**src/hw/rtl/q4dq_pkg.sv**
```systemverilog
// ----------------------------------------------------------------------------
// q4dq_pkg: shared types and functions of the Q4_0 block dequantizer
// Holds the payload structs of both channels and the scalar FP helpers.
// ----------------------------------------------------------------------------
`default_nettype none
package q4dq_pkg;
  localparam int unsigned BlockElements = 32;
  localparam int unsigned ElemsPerResult = 8;
  localparam int unsigned Groups = BlockElements / ElemsPerResult;
  localparam int unsigned GroupW = $clog2(Groups);

  typedef struct packed {
    logic [15:0] scale_half;
    logic [63:0] packed_low;
    logic [63:0] packed_high;
    logic        final_block;
  } in_item_t;

  typedef struct packed {
    logic [31:0] elem_0_bits;
    logic [31:0] elem_1_bits;
    logic [31:0] elem_2_bits;
    logic [31:0] elem_3_bits;
    logic [31:0] elem_4_bits;
    logic [31:0] elem_5_bits;
    logic [31:0] elem_6_bits;
    logic [31:0] elem_7_bits;
    logic [1:0]  group_index;
    logic        block_done;
    logic        row_end;
  } out_item_t;

  // Half to single conversion; subnormals are normalized.
  function automatic logic [31:0] half_to_single(input logic [15:0] h);
    logic [31:0] r;
    logic [9:0]  man;
    logic [4:0]  ex;
    logic [3:0]  lz;
    logic [10:0] sh;
    begin
      ex  = h[14:10];
      man = h[9:0];
      lz  = 4'd0;
      for (int i = 9; i >= 0; i--) begin
        if (man[i] && lz == 4'd0) lz = 4'(10 - i);
      end
      sh = {1'b0, man} << lz;
      if (ex == 5'd0) begin
        if (man == 10'd0) r = {h[15], 31'd0};
        else r = {h[15], 8'(8'd113 - {4'd0, lz}), sh[9:0], 13'd0};
      end else if (ex == 5'h1F) begin
        r = {h[15], 8'hFF, man, 13'd0};
      end else begin
        r = {h[15], 8'({3'd0, ex} + 8'd112), man, 13'd0};
      end
      half_to_single = r;
    end
  endfunction

  // Exact product of single s (from a half) and the signed value code-8.
  function automatic logic [31:0] scale_code(input logic [31:0] s, input logic [3:0] code);
    logic        neg;
    logic        sg;
    logic [3:0]  mag;
    logic [7:0]  ex;
    logic [26:0] p;
    logic [31:0] r;
    begin
      neg = ~code[3];
      mag = neg ? 4'(4'd8 - code) : {1'b0, code[2:0]};
      sg  = s[31] ^ neg;
      ex  = s[30:23];
      p   = {3'd0, 1'b1, s[22:0]} * {23'd0, mag};
      if (ex == 8'hFF) begin
        if (s[22:0] != 23'd0) r = s | 32'h0040_0000;
        else if (mag == 4'd0) r = 32'hFFC0_0000;
        else r = {sg, 8'hFF, 23'd0};
      end else if (ex == 8'd0 || mag == 4'd0) begin
        r = {sg, 31'd0};
      end else if (p[26]) begin
        r = {sg, 8'(ex + 8'd3), p[25:3]};
      end else if (p[25]) begin
        r = {sg, 8'(ex + 8'd2), p[24:2]};
      end else if (p[24]) begin
        r = {sg, 8'(ex + 8'd1), p[23:1]};
      end else begin
        r = {sg, ex, p[22:0]};
      end
      scale_code = r;
    end
  endfunction
endpackage
`default_nettype wire

```
**src/hw/rtl/q4dq_stream_if.sv**
```systemverilog
// ----------------------------------------------------------------------------
// q4dq_stream_if: valid/ready channel carrying a payload
// One transfer happens on each edge with valid and ready both high.
// ----------------------------------------------------------------------------
`default_nettype none
interface q4dq_in_if;
  logic valid;
  logic ready;
  q4dq_pkg::in_item_t data;
  modport source (output valid, output data, input ready);
  modport sink (input valid, input data, output ready);
endinterface

interface q4dq_out_if;
  logic valid;
  logic ready;
  q4dq_pkg::out_item_t data;
  modport source (output valid, output data, input ready);
  modport sink (input valid, input data, output ready);
endinterface
`default_nettype wire

```
**src/hw/rtl/q4dq_lanes.sv**
```systemverilog
// ----------------------------------------------------------------------------
// q4dq_lanes: eight element lanes for one group
// Scales eight codes by the single-precision scale, combinationally.
// ----------------------------------------------------------------------------
`default_nettype none
module q4dq_lanes (
  input  wire logic [31:0] scale_i,
  input  wire logic [31:0] codes_i,
  output logic [8*32-1:0]  elems_o
);
  always_comb begin
    for (int i = 0; i < 8; i++) begin
      elems_o[32*i +: 32] = q4dq_pkg::scale_code(scale_i, codes_i[4*i +: 4]);
    end
  end
endmodule
`default_nettype wire

```
**src/hw/rtl/q4_block_dequantizer.sv**
```systemverilog
// ----------------------------------------------------------------------------
// q4_block_dequantizer: Q4_0 block to FP32 dequantizer
// Turns one block (half scale, 32 nibbles) into four results of eight floats.
// ----------------------------------------------------------------------------
// Usage: blocks arrive on in_if; each accepted block yields four transfers on
// out_if, groups 0..3 in order, block_done on group 3 and row_end on group 3
// of a block flagged final_block.
// Pipeline: stage 1 registers the block and converts the scale to single;
// stage 2 holds the current block while a group counter walks it, selecting
// eight codes per cycle unless out_if stalls; stage 3 registers the eight
// scaled products as the output register, giving eight floats per cycle
// while out_if is not stalled. The input is taken whenever stage 1 is empty
// or the sequencer is free or moving on from its last group, so blocks
// follow each other without a gap.
// A stall on out_if holds the output and every full stage behind it in
// place; empty stages still fill. Nothing is lost or repeated.
// Reset clears all valid bits and the group counter; payload is not reset.
// ----------------------------------------------------------------------------
`default_nettype none
module q4_block_dequantizer (
  input  wire logic clk_i,
  input  wire logic rst_ni,
  q4dq_in_if.sink   in_if,
  q4dq_out_if.source out_if
);
  logic        s3_adv;
  logic        s3_vld_q;
  logic        s2_vld_q, s2_adv, s2_last;
  logic [1:0]  grp_q;
  logic        s1_vld_q, s1_adv;
  logic [31:0] s1_scale_q, s2_scale_q;
  logic [127:0] s1_pk_q, s2_pk_q;
  logic        s1_fin_q, s2_fin_q;
  logic [31:0] codes;
  logic [8*32-1:0] elems;
  q4dq_pkg::out_item_t out_q;

  assign s3_adv  = ~s3_vld_q | out_if.ready;
  assign s2_last = grp_q == 2'd3;
  assign s2_adv  = ~s2_vld_q | (s3_adv & s2_last);
  assign s1_adv  = ~s1_vld_q | s2_adv;
  assign in_if.ready = s1_adv;

  // Stage 1: register the block and convert the scale.
  always_ff @(posedge clk_i or negedge rst_ni) begin
    if (!rst_ni) begin
      s1_vld_q <= 1'b0;
    end else if (s1_adv) begin
      s1_vld_q <= in_if.valid;
    end
  end
  always_ff @(posedge clk_i) begin
    if (s1_adv && in_if.valid) begin
      s1_scale_q <= q4dq_pkg::half_to_single(in_if.data.scale_half);
      s1_pk_q    <= {in_if.data.packed_high, in_if.data.packed_low};
      s1_fin_q   <= in_if.data.final_block;
    end
  end

  // Stage 2: group sequencer.
  always_ff @(posedge clk_i or negedge rst_ni) begin
    if (!rst_ni) begin
      s2_vld_q <= 1'b0;
      grp_q    <= 2'd0;
    end else if (s2_adv) begin
      s2_vld_q <= s1_vld_q;
      grp_q    <= 2'd0;
    end else if (s3_adv) begin
      grp_q <= grp_q + 2'd1;
    end
  end
  always_ff @(posedge clk_i) begin
    if (s2_adv && s1_vld_q) begin
      s2_scale_q <= s1_scale_q;
      s2_pk_q    <= s1_pk_q;
      s2_fin_q   <= s1_fin_q;
    end
  end

  // Groups 0,1 take low nibbles of bytes 0..15; groups 2,3 the high nibbles.
  always_comb begin
    for (int i = 0; i < 8; i++) begin
      codes[4*i +: 4] = s2_pk_q[{grp_q[0], 3'(i), grp_q[1], 2'b00} +: 4];
    end
  end

  q4dq_lanes u_lanes (
    .scale_i (s2_scale_q),
    .codes_i (codes),
    .elems_o (elems)
  );

  // Stage 3: output register.
  always_ff @(posedge clk_i or negedge rst_ni) begin
    if (!rst_ni) begin
      s3_vld_q <= 1'b0;
    end else if (s3_adv) begin
      s3_vld_q <= s2_vld_q;
    end
  end
  always_ff @(posedge clk_i) begin
    if (s3_adv && s2_vld_q) begin
      out_q.elem_0_bits <= elems[31:0];
      out_q.elem_1_bits <= elems[63:32];
      out_q.elem_2_bits <= elems[95:64];
      out_q.elem_3_bits <= elems[127:96];
      out_q.elem_4_bits <= elems[159:128];
      out_q.elem_5_bits <= elems[191:160];
      out_q.elem_6_bits <= elems[223:192];
      out_q.elem_7_bits <= elems[255:224];
      out_q.group_index <= grp_q;
      out_q.block_done  <= s2_last;
      out_q.row_end     <= s2_last & s2_fin_q;
    end
  end

  assign out_if.valid = s3_vld_q;
  assign out_if.data  = out_q;
endmodule
`default_nettype wire
```
**src/flat_wrapper.sv**
```systemverilog
// flat-port wrapper written by rule: the top's interface ports become plain ports
module q4_block_dequantizer_flat 
  (clk_i, rst_ni, in_if_valid, in_if_data, in_if_ready, out_if_valid, out_if_data, out_if_ready);
  q4dq_in_if in_if_i ();
  q4dq_out_if out_if_i ();
  input  wire logic clk_i;
  input  wire logic rst_ni;
  input wire logic [$bits(in_if_i.valid)-1:0] in_if_valid;
  input wire logic [$bits(in_if_i.data)-1:0] in_if_data;
  output wire logic [$bits(in_if_i.ready)-1:0] in_if_ready;
  output wire logic [$bits(out_if_i.valid)-1:0] out_if_valid;
  output wire logic [$bits(out_if_i.data)-1:0] out_if_data;
  input wire logic [$bits(out_if_i.ready)-1:0] out_if_ready;
  assign in_if_i.valid = in_if_valid;
  assign in_if_i.data = in_if_data;
  assign in_if_ready = in_if_i.ready;
  assign out_if_valid = out_if_i.valid;
  assign out_if_data = out_if_i.data;
  assign out_if_i.ready = out_if_ready;
  q4_block_dequantizer u_core (.clk_i(clk_i), .rst_ni(rst_ni), .in_if(in_if_i), .out_if(out_if_i));
endmodule
```
**config.mk**
```make
export PLATFORM = sky130hd
export DESIGN_NAME = q4_block_dequantizer_flat
export DESIGN_NICKNAME = d
export VERILOG_FILES = /design/src/hw/rtl/q4dq_pkg.sv /design/src/hw/rtl/q4dq_stream_if.sv /design/src/hw/rtl/q4dq_lanes.sv /design/src/hw/rtl/q4_block_dequantizer.sv /design/src/flat_wrapper.sv
export SDC_FILE = /design/constraint.sdc
export NUM_CORES = 1
export LEC_CHECK = 0
export ABC_AREA = 1
export BUFFER_PORTS_ARGS = -buffer_cell sky130_fd_sc_hd__buf_2
export CAP_MARGIN = 40
export CORE_MARGIN = 2
export CORE_UTILIZATION = 45
export DETAILED_ROUTE_END_ITERATION = 6
export SETUP_SLACK_MARGIN = 0.5
export SKIP_LAST_GASP = 1
export SYNTH_ARGS = -nofsm -noshare
export SYNTH_HDL_FRONTEND = slang
export SYNTH_SLANG_ARGS = --single-unit
```
**constraint.sdc**
```tcl
create_clock -name clk_i -period 24.5 [get_ports clk_i]
set_input_delay 2.45 -clock clk_i [delete_from_list [all_inputs] [get_ports clk_i]]
set_output_delay 2.45 -clock clk_i [all_outputs]
set_load 0.01 [all_outputs]
```
# ---- Word level (Yosys, flattened, before mapping)
# Index checks and enable logic that the tools add are counted.
dict set report word_totals {
  in_bits 149
  ram_bits 0
  reg_bits 587
  latchBits 0
  rom_bits 0
  memories 0
  out_inout_bits 262
}
dict set report op_classes {
  n_div 0
  shifts 9
  muxes 89
  n_eq_ne 3
  add_sub_neg 14
  n_mul 8
  n_reduce_logical 42
  n_bitwise 24
  order_cmp 0
}
# operator count
set ops {}
lappend ops {{two-way mux 31 bit} 35}
lappend ops {{variable part select 128 x 8 -> 4 bit} 8}
lappend ops {{two-way mux 32 bit} 24}
lappend ops {{multiplier 24 x 4 -> 27 bit} 8}
lappend ops {{two-way mux 4 bit} 27}
lappend ops {{logical NOT 4 bit} 17}
lappend ops {{subtractor 4 bit, first input constant} 8}
lappend ops {{nonzero test 23 bit} 1}
lappend ops {{adder 8 x 2 -> 8 bit, second input constant} 2}
lappend ops {{logical AND 1 bit} 12}
lappend ops {{NOT 1 bit} 11}
lappend ops {{logical NOT 10 bit} 1}
lappend ops {{<< shifter 10 x 4 -> 10 bit} 1}
lappend ops {{adder 5 x 7 -> 8 bit, second input constant} 1}
lappend ops {{adder 8 x 1 -> 8 bit, second input constant} 1}
lappend ops {{equality test 8 bit, second input constant} 1}
lappend ops {{logical NOT 8 bit} 1}
lappend ops {{logical OR 1 bit} 8}
lappend ops {{subtractor 7 x 4 -> 8 bit, first input constant} 1}
lappend ops {{bitwise XOR 1 bit} 8}
lappend ops {{equality test 5 bit, second input constant} 1}
lappend ops {{logical NOT 5 bit} 1}
lappend ops {{two-way mux 2 bit} 2}
lappend ops {{OR 1 bit} 3}
lappend ops {{other kinds (5)} 6}

# ---- Depth between registers and ports, before layout
# Gate-level depths: netlist of the first run.
dict set report depth {
  word_depth 46
  depth_mapped 34
  ltp_nobuf 28
}

# ---- Modules after synthesis
# Synthesis of the first run repeated with hierarchy kept, for this count alone.
dict set report hier_totals {
  cells_unflattened 8361
  area_unflattened_um2 57770.4
}
# mod area_per_inst_um2 cells_each seq_area_each_um2 n_inst
set by_module_without_submodules {}
lappend by_module_without_submodules {q4dq_lanes 39253.9 7442 0.0 1}
lappend by_module_without_submodules {q4_block_dequantizer 18516.5 919 16761.1 1}

# ---- Worst setup path before layout of the first run
# No wires, ideal clock.
dict set report synth_timing {
  path_kind {input port to flip-flop}
  start {input port out_if_ready}
  end {register u_core.out_q (netlist bit u_core.out_if.data[0]), enable pin}
  arrival_ns 10.041
  path_stages 2
  t_required_ns 23.773
  setup_time_ns 0.727
  slack_ns 13.732
  path_buffers 0
  cell_sequence {nor2_1 nor2_1}
}
dict set report synth_between {
  elab_chain_len 2
}
# element line_no
set synth_lines {}
lappend synth_lines {{start: declaration} flat_wrapper.sv:13} ;# input wire logic [$bits(out_if_i.ready)-1:0] out_if_ready;
lappend synth_lines {{OR 1 bit} q4_block_dequantizer.sv:38} ;# assign s3_adv = ~s3_vld_q | out_if.ready;
lappend synth_lines {{logical AND 1 bit} q4_block_dequantizer.sv:102} ;# if (s3_adv && s2_vld_q) begin
lappend synth_lines {{end: declaration} q4_block_dequantizer.sv:36} ;# q4dq_pkg::out_item_t out_q;
# Every way passes these cells.
# A chain may end at the register's enable or synchronous reset.

# ---- Worst setup path in the final report of the first run
dict set report layout_timing {
  start {register u_core.grp_q[1]}
  end {register u_core.out_q (netlist bit u_core.out_if.data[91]), data pin}
}
dict set report layout_between {
  elab_chain_len 9
  word_cells_on_any_way 11
  cone_classes {add/sub: 1; mul: 1; shift: 1; mux: 6; reduce/logical: 2}
}
# element line_no
set layout_lines {}
lappend layout_lines {{start: declaration} q4_block_dequantizer.sv:29} ;# logic [1:0] grp_q;
lappend layout_lines {{start signal: assignment} q4_block_dequantizer.sv:69} ;# grp_q <= grp_q + 2'd1;
lappend layout_lines {{variable part select 128 x 8 -> 4 bit (*)} q4_block_dequantizer.sv:83} ;# codes[4*i +: 4] = s2_pk_q[{grp_q[0], 3'(i), grp_q[1], 2'b00} +: 4];
lappend layout_lines {{subtractor 4 bit} q4dq_pkg.sv:70} ;# mag = neg ? 4'(4'd8 - code) : {1'b0, code[2:0]};
lappend layout_lines {{two-way mux 4 bit (*)} q4dq_pkg.sv:70}
lappend layout_lines {{multiplier 24 x 4 -> 27 bit} q4dq_pkg.sv:73} ;# p = {3'd0, 1'b1, s[22:0]} * {23'd0, mag};
lappend layout_lines {{two-way mux 31 bit} q4dq_pkg.sv:84} ;# end else if (p[24]) begin
lappend layout_lines {{two-way mux 31 bit} q4dq_pkg.sv:82} ;# end else if (p[25]) begin
lappend layout_lines {{two-way mux 31 bit} q4dq_pkg.sv:80} ;# end else if (p[26]) begin
lappend layout_lines {{two-way mux 31 bit (*)} q4dq_pkg.sv:78} ;# end else if (ex == 8'd0 || mag == 4'd0) begin
lappend layout_lines {{two-way mux 32 bit (*)} q4dq_pkg.sv:74} ;# if (ex == 8'hFF) begin
lappend layout_lines {{named net u_core.elems[183]} q4_block_dequantizer.sv:35} ;# logic [8*32-1:0] elems;
# The timed path passes the listed nets; every way through them passes the cells marked *.

==> metrics, run 1 <==
result of the run=complete, no violations; slew at the pin closest to its max-slew limit=0.9668 ns; post-CTS setup-driven buffer insertion count=0; post-CTS clock slew at the launch and capture registers of the worst setup and hold paths=0.07 ns; data required time of the critical path=24.91 ns; maximum number of pins on one net before global-route repair=70; biggest area consumer among synthesized cells=sky130_fd_sc_hd__edfxtp_1; worst slew slack as a fraction of its limit=0.3555; # nets final=4,930; cell family with the largest share of critical-path delay=simple AND/OR/NAND/NOR gates; leading cell type in the layout, fill and taps excluded=sky130_fd_sc_hd__nand2_1; register-to-register path setup slack=17.44 ns; Detailed Routing Iterations Pass 1=6; share of the cycle needed by the critical path after routing=0.2882; element type at the critical path end=flop; Wirelength per Cell=18.50 microns; cells along the critical path=inv_6 > nand2_1 > nand3_1 > nand2_1 > ha_1 > o21ai_2 > clkinv_1 > nand2_1 > fa_1 > fa_1 > inv_1 > ha_1 > nand2_1 > nor2_1 > nand3_1 > nand3_1 > nand2_1 > nand2_1 > inv_1 > nand2_1 > nand2_1 > nand2_1 > nand2_1 > o21ai_0; Most common cell on crit path=sky130_fd_sc_hd__nand2_1; Critical Path End=u_core.out_if.data[91]$_DFFE_PP_; cell at the slowest stage of the critical path=sky130_fd_sc_hd__dfrtp_2; top library cells by usage in the layout, fill and taps aside=1,336 x sky130_fd_sc_hd__nand2_1, 530 x sky130_fd_sc_hd__inv_1, 474 x sky130_fd_sc_hd__edfxtp_1; height of the chip=281.5 microns; total congestion overflow after global routing=0; HPWL reported at the end of detailed placement=77,100 microns; critical setup path kind=reg -> reg; row count=101; unrepaired setup endpoints after global routing=no; max-slew violations=0; final worst clock skew=0.03926 ns; ratio of routed vias to standard cells=5.204; remaining routing DRC violations=0; Seq cells post-synth=479; Hold/Removal Path Class=reg -> reg; EDFF count, synth=474; initial antenna violation count=9; count of buffer and inverter cells on the critical path=4; CTS max path bufs=3; part of the Yosys area used for sequential elements=0.4145; data arrival at the endpoint of the critical path=7.47 ns; via count of the first global-routing pass=26,410; startpoint of the worst-slack reg-to-reg timing path=u_core.grp_q[1]$_DFFE_PN0P_; effective utilization at floorplan=0.4554; Post-Place Cells=5,464; vias post-DR=28,920; gp weighted congestion=0.9451; Starting DRT DRC Count=2,962; critical path depth in cells=24; hold buffer count at CTS=0; die area=79,220 sq um; clock latency on the worst-skew pair=0.64 ns; aggregate routed wire length=102,800 microns; Register Area=14,360 sq um; area of the multi-input gates=16,910 sq um; synthesized cell area=34,640 sq um; post-synthesis cell count=4,218; critical path peak fanout=59; share of cells above drive strength 1=0.1292; CTS tree=yes; number of max-capacitance violations reported=0; summed negative setup slack over all endpoints=0 ns; H-tree levels=2; Max Fclk=141.6 MHz; number of antenna diodes=0; Setup crit start kind=flop; clock root buffer=sky130_fd_sc_hd__clkbuf_16; Synth warnings=0; final period demand of the worst path=7.061 ns; most frequently used flop master after synthesis=sky130_fd_sc_hd__edfxtp_1; filler cell count in the final layout=7,420; timing startpoint of the critical path=u_core.grp_q[1]$_DFFE_PN0P_; I/O pin count=411; GRT Util Overall=0.2552; global-route wire length before repair=154,800 microns; most area-consuming cells after synthesis=sky130_fd_sc_hd__edfxtp_1 41%, sky130_fd_sc_hd__nand2_1 14%, sky130_fd_sc_hd__fa_1 8.3%, sky130_fd_sc_hd__inv_1 5.7%, sky130_fd_sc_hd__ha_1 5.5%; worst reg2reg path endpoint=u_core.out_if.data[91]$_DFFE_PP_; count of nets left with antenna violations after detail routing=0; total setup violations reported at the end of the flow=0; Buffers on Ports=330; cell count of the worst reg-to-reg path=24; Cell Count, Final, Fillers Out=5,557; clock net sink count=479; Placeable Area=76,080 sq um; share of the synthesized area in the top cell type=0.4108; total of cells resized after clock tree synthesis=0; fraction of registers with async set or reset after synthesis=0.01044; peak per-stage delay on the critical path=0.83 ns; Hold Fails Final Rpt=0; count of distinct cell types in the synthesized netlist=54; die width=281.5 microns; synthesized area per cell=8.213 sq um; Layout Area Growth over Synthesis=11.90%; clock buffer count from CTS=50
[layer usage]
metal,GRT usage,vias up,wire length (microns)
met3,0.04027,167,8897
met2,0.3895,1254,45140
li1,-,14010,-
met5,0,-,100
met4,0.07201,18,2981
met1,0.3756,13470,45670
[cell usage after synthesis, types with 5 or more instances]
| library cell | instances |
|---|---|
| sky130_fd_sc_hd__nand2_1 | 1336 |
| sky130_fd_sc_hd__inv_1 | 530 |
| sky130_fd_sc_hd__edfxtp_1 | 474 |
| sky130_fd_sc_hd__nor2_1 | 300 |
| sky130_fd_sc_hd__nand3_1 | 281 |
| sky130_fd_sc_hd__o21ai_0 | 255 |
| sky130_fd_sc_hd__ha_1 | 151 |
| sky130_fd_sc_hd__fa_1 | 144 |
| sky130_fd_sc_hd__buf_4 | 93 |
| sky130_fd_sc_hd__clkbuf_1 | 89 |
| sky130_fd_sc_hd__a21oi_1 | 85 |
| sky130_fd_sc_hd__o21ai_1 | 62 |
| sky130_fd_sc_hd__xor2_1 | 43 |
| sky130_fd_sc_hd__buf_2 | 39 |
| sky130_fd_sc_hd__inv_2 | 35 |
| sky130_fd_sc_hd__nand4_1 | 29 |
| sky130_fd_sc_hd__xnor2_1 | 29 |
| sky130_fd_sc_hd__nor3_1 | 27 |
| sky130_fd_sc_hd__nand2_2 | 22 |
| sky130_fd_sc_hd__a31oi_1 | 20 |
| sky130_fd_sc_hd__o211ai_1 | 20 |
| sky130_fd_sc_hd__buf_6 | 19 |
| sky130_fd_sc_hd__o22ai_1 | 19 |
| sky130_fd_sc_hd__o21ai_2 | 18 |
| sky130_fd_sc_hd__o21bai_1 | 15 |
| sky130_fd_sc_hd__clkinv_1 | 8 |
| sky130_fd_sc_hd__buf_1 | 7 |
| sky130_fd_sc_hd__nor4_1 | 7 |
| sky130_fd_sc_hd__dfrtp_1 | 5 |
| sky130_fd_sc_hd__nand3_2 | 5 |
| sky130_fd_sc_hd__nor2_4 | 5 |
| sky130_fd_sc_hd__or2_2 | 5 |
[cell type report]
class,count,share of cell area
timing repair buffer,388,0.05964
multi-input combinational,2989,0.4362
clock inverter,36,0.01068
tap,1030,0.03324
inverter,578,0.05632
sequential,479,0.3704
clock buffer,57,0.03350
[through the flow]
stage | setup slack (ns) | util | area [sq um] | hold slack [ns]
2_1_floorplan | 13.73 | - | 34940 | 0.4003
3_3_place_gp | 17.47 | 0.4817 | 36640 | 0.4003
3_5_place_dp | 17.50 | 0.4871 | 37060 | 0.4045
4_1_cts | 17.45 | 0.5096 | 38770 | 0.4064
5_1_grt | 16.85 | 0.5096 | 38770 | 0.4154
6_report | 17.44 | 0.5096 | 38770 | 0.3977
[worst register-to-register path: cells and delay by family (launching register included)]
kind / cells / cell delay [ns]
AO/OA/AOI/OAI: 2 / 0.55
adder cells (fa/ha/maj): 4 / 1.73
buffers and inverters: 4 / 1.23
flip-flops: 1 / 0.83
AND/OR/NAND/NOR: 14 / 2.53
[flip-flops by register name (all words and copies together), names as in the netlist]
register and cells:
u_core.s2_fin_q 1, u_core.out_if.data 180, u_core.s2_scale_q 18, u_core.s2_vld_q 1, u_core.out_if.valid 1, u_core.grp_q 2, u_core.s1_vld_q 1, u_core.s1_pk_q 128
u_core.s1_fin_q 1, u_core.s1_scale_q 18, u_core.s2_pk_q 128
[worst min-delay path by stage]
stage / from / end / cells after the start
finish: u_core.s1_scale_q[20]$_DFFE_PP_ / u_core.s2_scale_q[20]$_DFFE_PP_ / 0
global route: u_core.s1_scale_q[19]$_DFFE_PP_ / u_core.s2_scale_q[19]$_DFFE_PP_ / 0
CTS: u_core.s1_pk_q[13]$_DFFE_PP_ / u_core.s2_pk_q[13]$_DFFE_PP_ / 0
detailed placement: u_core.s1_pk_q[17]$_DFFE_PP_ / u_core.s2_pk_q[17]$_DFFE_PP_ / 0
global placement: u_core.s1_pk_q[104]$_DFFE_PP_ / u_core.s2_pk_q[104]$_DFFE_PP_ / 0
floorplan: u_core.s1_fin_q$_DFFE_PP_ / u_core.s2_fin_q$_DFFE_PP_ / 0
[kinds of logic (layout without fill, tap and decap cells)]
family / Yosys count / count (layout) / share of synthesized area
fa+ha+maj: 295 / 295 / 0.1377
flops: 479 / 479 / 0.4145
other cells: 1 / 80 / 0.0001082
simple gates: 2041 / 2041 / 0.2434
xor+xnor: 73 / 73 / 0.01867
buf+inv: 829 / 1059 / 0.1070
compound gates: 500 / 500 / 0.07862
Power of run 1 is left out: the tool's default activity adds up to more than one toggle a clock period on the data nets, which glitch-free logic cannot reach.
==> run 2: changes to the inputs <==
==> constraint.sdc (replaced) <==
create_clock -name clk_i -period 7.2 [get_ports clk_i]
set_input_delay 0.72 -clock clk_i [delete_from_list [all_inputs] [get_ports clk_i]]
set_output_delay 0.72 -clock clk_i [all_outputs]
set_load 0.01 [all_outputs]
==> run 2 against run 1 <==
- cell count grew 0.43%
- maximum frequency grew 14%
- via count grew 0.10%
- die area is the same
- worst hold slack lost 0.11 ns
==> metrics, run 2 (synthesis results as in run 1) <==
startpoint of the worst-slack reg-to-reg timing path=u_core.grp_q[1]$_DFFE_PN0P_; CTS tree=yes; Buffers on Ports=330 (unchanged); peak per-stage delay on the critical path=0.52 ns (-0.31 ns); Post-Place Setup Slack=0.8022 ns (-16.70 ns); total congestion overflow after global routing=0 (unchanged); worst reg2reg path endpoint=u_core.out_if.data[97]$_DFFE_PP_; final period demand of the worst path=6.182 ns (-0.8790 ns); max-slew violations=0 (unchanged); global-route wire length before repair=157,200 microns (+1.5%); summed negative setup slack over all endpoints=0 ns (unchanged); critical setup path kind=reg -> reg; GRT Util Overall=0.2592 (+0.004005); share of cells above drive strength 1=0.1337 (+0.004460); maximum number of pins on one net before global-route repair=150 (+110%); slew at the pin closest to its max-slew limit=0.9823 ns (+0.01559 ns); clock buffer count from CTS=52 (+4.0%); count of buffer and inverter cells on the critical path=3 (-1); worst slew slack as a fraction of its limit=0.3382 (-0.01732); critical path peak fanout=40 (-32%); data required time of the critical path=7.54 ns (-17.37 ns); result of the run=complete, no violations; aggregate routed wire length=104,300 microns (+1.5%); cell at the slowest stage of the critical path=sky130_fd_sc_hd__dfrtp_2; register-to-register path setup slack=1.02 ns (-16.42 ns); # nets final=4,953 (+0.47%); clock net sink count=479 (unchanged); Placeable Area=76,080 sq um (unchanged); count of nets left with antenna violations after detail routing=0 (unchanged); effective utilization at floorplan=0.4554 (unchanged); clock latency on the worst-skew pair=0.63 ns (about the same); Detailed Routing Iterations Pass 1=7 (+1); Wirelength per Cell=18.69 microns (+1.0%); Setup crit start kind=flop; cell family with the largest share of critical-path delay=simple AND/OR/NAND/NOR gates; I/O pin count=411 (unchanged); initial antenna violation count=5 (-4); height of the chip=281.5 microns (unchanged); vias post-DR=28,950 (+0.10%); die width=281.5 microns (unchanged); Hold/Removal Path Class=in -> reg; final worst clock skew=0.03309 ns (-0.006171 ns); cells along the critical path=inv_6 > nand2_1 > nand3_1 > nand2_1 > ha_1 > o21ai_2 > clkinv_1 > nand2_1 > fa_1 > inv_1 > fa_1 > ha_1 > nand2_1 > o21ai_0 > nand2_1 > nand3_1 > nand2_1 > nand2_1 > nand2_1 > nor2_1 > nor2_1 > nor2_1 > o21ai_1; H-tree levels=2 (unchanged); Most common cell on crit path=sky130_fd_sc_hd__nand2_1; cell count of the worst reg-to-reg path=23 (-4.2%); critical path depth in cells=23 (-4.2%); Starting DRT DRC Count=2,707 (-8.6%); die area=79,220 sq um (unchanged); row count=101 (unchanged); remaining routing DRC violations=0 (unchanged); minimum setup slack in the final design=1.018 ns (-16.42 ns); post-CTS clock slew at the launch and capture registers of the worst setup and hold paths=0.06 ns (about the same); leading cell type in the layout, fill and taps excluded=sky130_fd_sc_hd__nand2_1; final instance area=38,910 sq um (+0.36%); ratio of routed vias to standard cells=5.187 (-0.33%); Max Fclk=161.8 MHz (+14%); number of cells on the worst hold path=1 (+1); total setup violations reported at the end of the flow=0 (unchanged); max FFs per register=180 (unchanged); top library cells by usage in the layout, fill and taps aside=1,330 x sky130_fd_sc_hd__nand2_1, 527 x sky130_fd_sc_hd__inv_1, 474 x sky130_fd_sc_hd__edfxtp_1; data arrival at the endpoint of the critical path=6.52 ns (-0.95 ns); dpl cell area=37,170 sq um (+0.31%); Layout Area Growth over Synthesis=12.31%; worst hold endpoint=u_core.s1_pk_q[82]$_DFFE_PP_; CTS max path bufs=3 (unchanged); element type at the critical path end=flop; gp weighted congestion=0.9524 (+0.77%); Hold Fails Final Rpt=0 (unchanged); hold slack=0.2845 ns (-0.1132 ns); share of the cycle needed by the critical path after routing=0.8586 (+0.5704); unrepaired setup endpoints after global routing=no; number of max-capacitance violations reported=0 (unchanged); via count of the first global-routing pass=26,690 (+1.1%); clock root buffer=sky130_fd_sc_hd__clkbuf_16; Worst Min Path Start=in_if_data[19]; HPWL reported at the end of detailed placement=78,410 microns (+1.7%)
run 2: cell types whose count changed in the layout (fill, tap and decap cells not counted), sizes merged:
cell         change
clkinvlp         +3
diode            +3
inv              -3
clkbuf           +8
clkinv           -5
dlygate4sd3      +1
bufinv           -3
buf             +20
run 2: repair_timing:
item | CTS | global route
endpoints found under the hold margin | 5 | 0
hold buffers | 1 | 0
resized for setup | 0 | 14
setup endpoints to repair | 0 | 59
buffers inserted | 0 | 0
run 2: worst register-to-register path: stages (launching register included):
cell and delay (ns):
sky130_fd_sc_hd__dfrtp_2 0.52, sky130_fd_sc_hd__inv_6 0.30, sky130_fd_sc_hd__nand2_1 0.11, sky130_fd_sc_hd__nand3_1 0.08, sky130_fd_sc_hd__nand2_1 0.34, sky130_fd_sc_hd__ha_1 0.44
sky130_fd_sc_hd__o21ai_2 0.32, sky130_fd_sc_hd__clkinv_1 0.38, sky130_fd_sc_hd__nand2_1 0.18, sky130_fd_sc_hd__fa_1 0.42, sky130_fd_sc_hd__inv_1 0.09, sky130_fd_sc_hd__fa_1 0.39
sky130_fd_sc_hd__ha_1 0.38, sky130_fd_sc_hd__nand2_1 0.12, sky130_fd_sc_hd__o21ai_0 0.31, sky130_fd_sc_hd__nand2_1 0.12, sky130_fd_sc_hd__nand3_1 0.10, sky130_fd_sc_hd__nand2_1 0.05
sky130_fd_sc_hd__nand2_1 0.46, sky130_fd_sc_hd__nand2_1 0.35, sky130_fd_sc_hd__nor2_1 0.17, sky130_fd_sc_hd__nor2_1 0.06, sky130_fd_sc_hd__nor2_1 0.13, sky130_fd_sc_hd__o21ai_1 0.08
run 2: worst max-delay path by stage:
stage / from / to / slack [ns]
2_1_floorplan: out_if_ready / u_core.out_if.data[0]$_DFFE_PP_ / 1.31
3_3_place_gp: u_core.grp_q[1]$_DFFE_PN0P_ / u_core.out_if.data[124]$_DFFE_PP_ / 0.79
3_5_place_dp: u_core.grp_q[0]$_DFFE_PN0P_ / u_core.out_if.data[215]$_DFFE_PP_ / 0.80
4_1_cts: u_core.grp_q[1]$_DFFE_PN0P_ / u_core.out_if.data[215]$_DFFE_PP_ / 0.83
5_1_grt: u_core.grp_q[1]$_DFFE_PN0P_ / u_core.out_if.data[97]$_DFFE_PP_ / 0.54
6_report: u_core.grp_q[1]$_DFFE_PN0P_ / u_core.out_if.data[97]$_DFFE_PP_ / 1.02
run 2: layout make-up:
class                      instances  area [sq um]
fill                            7454         37170
multi-input combinational       2989         16960
sequential                       479         14360
timing repair buffer             409          2437
inverter                         578          2195
clock buffer                      65          1360
tap                             1030          1289
clock inverter                    28         301.5
antenna                            3         7.507
run 2: per-layer routing:
| layer | global-route usage | wire length, microns | up-vias |
|---|---|---|---|
| li1 | - | - | 14050 |
| met1 | 0.3735 | 46510 | 13460 |
| met2 | 0.3978 | 45820 | 1248 |
| met3 | 0.04674 | 8708 | 175 |
| met4 | 0.07897 | 3212 | 10 |
| met5 | 0 | 56 | - |
run 2: per-stage QoR:
step | cells | utilization
2_1_floorplan | 4297 | -
3_3_place_gp | 5464 | 0.4844
3_5_place_dp | 5484 | 0.4886
4_1_cts | 5578 | 0.5106
5_1_grt | 5578 | 0.5113
6_report | 5581 | 0.5114
Power of run 2 is left out for the same reason.
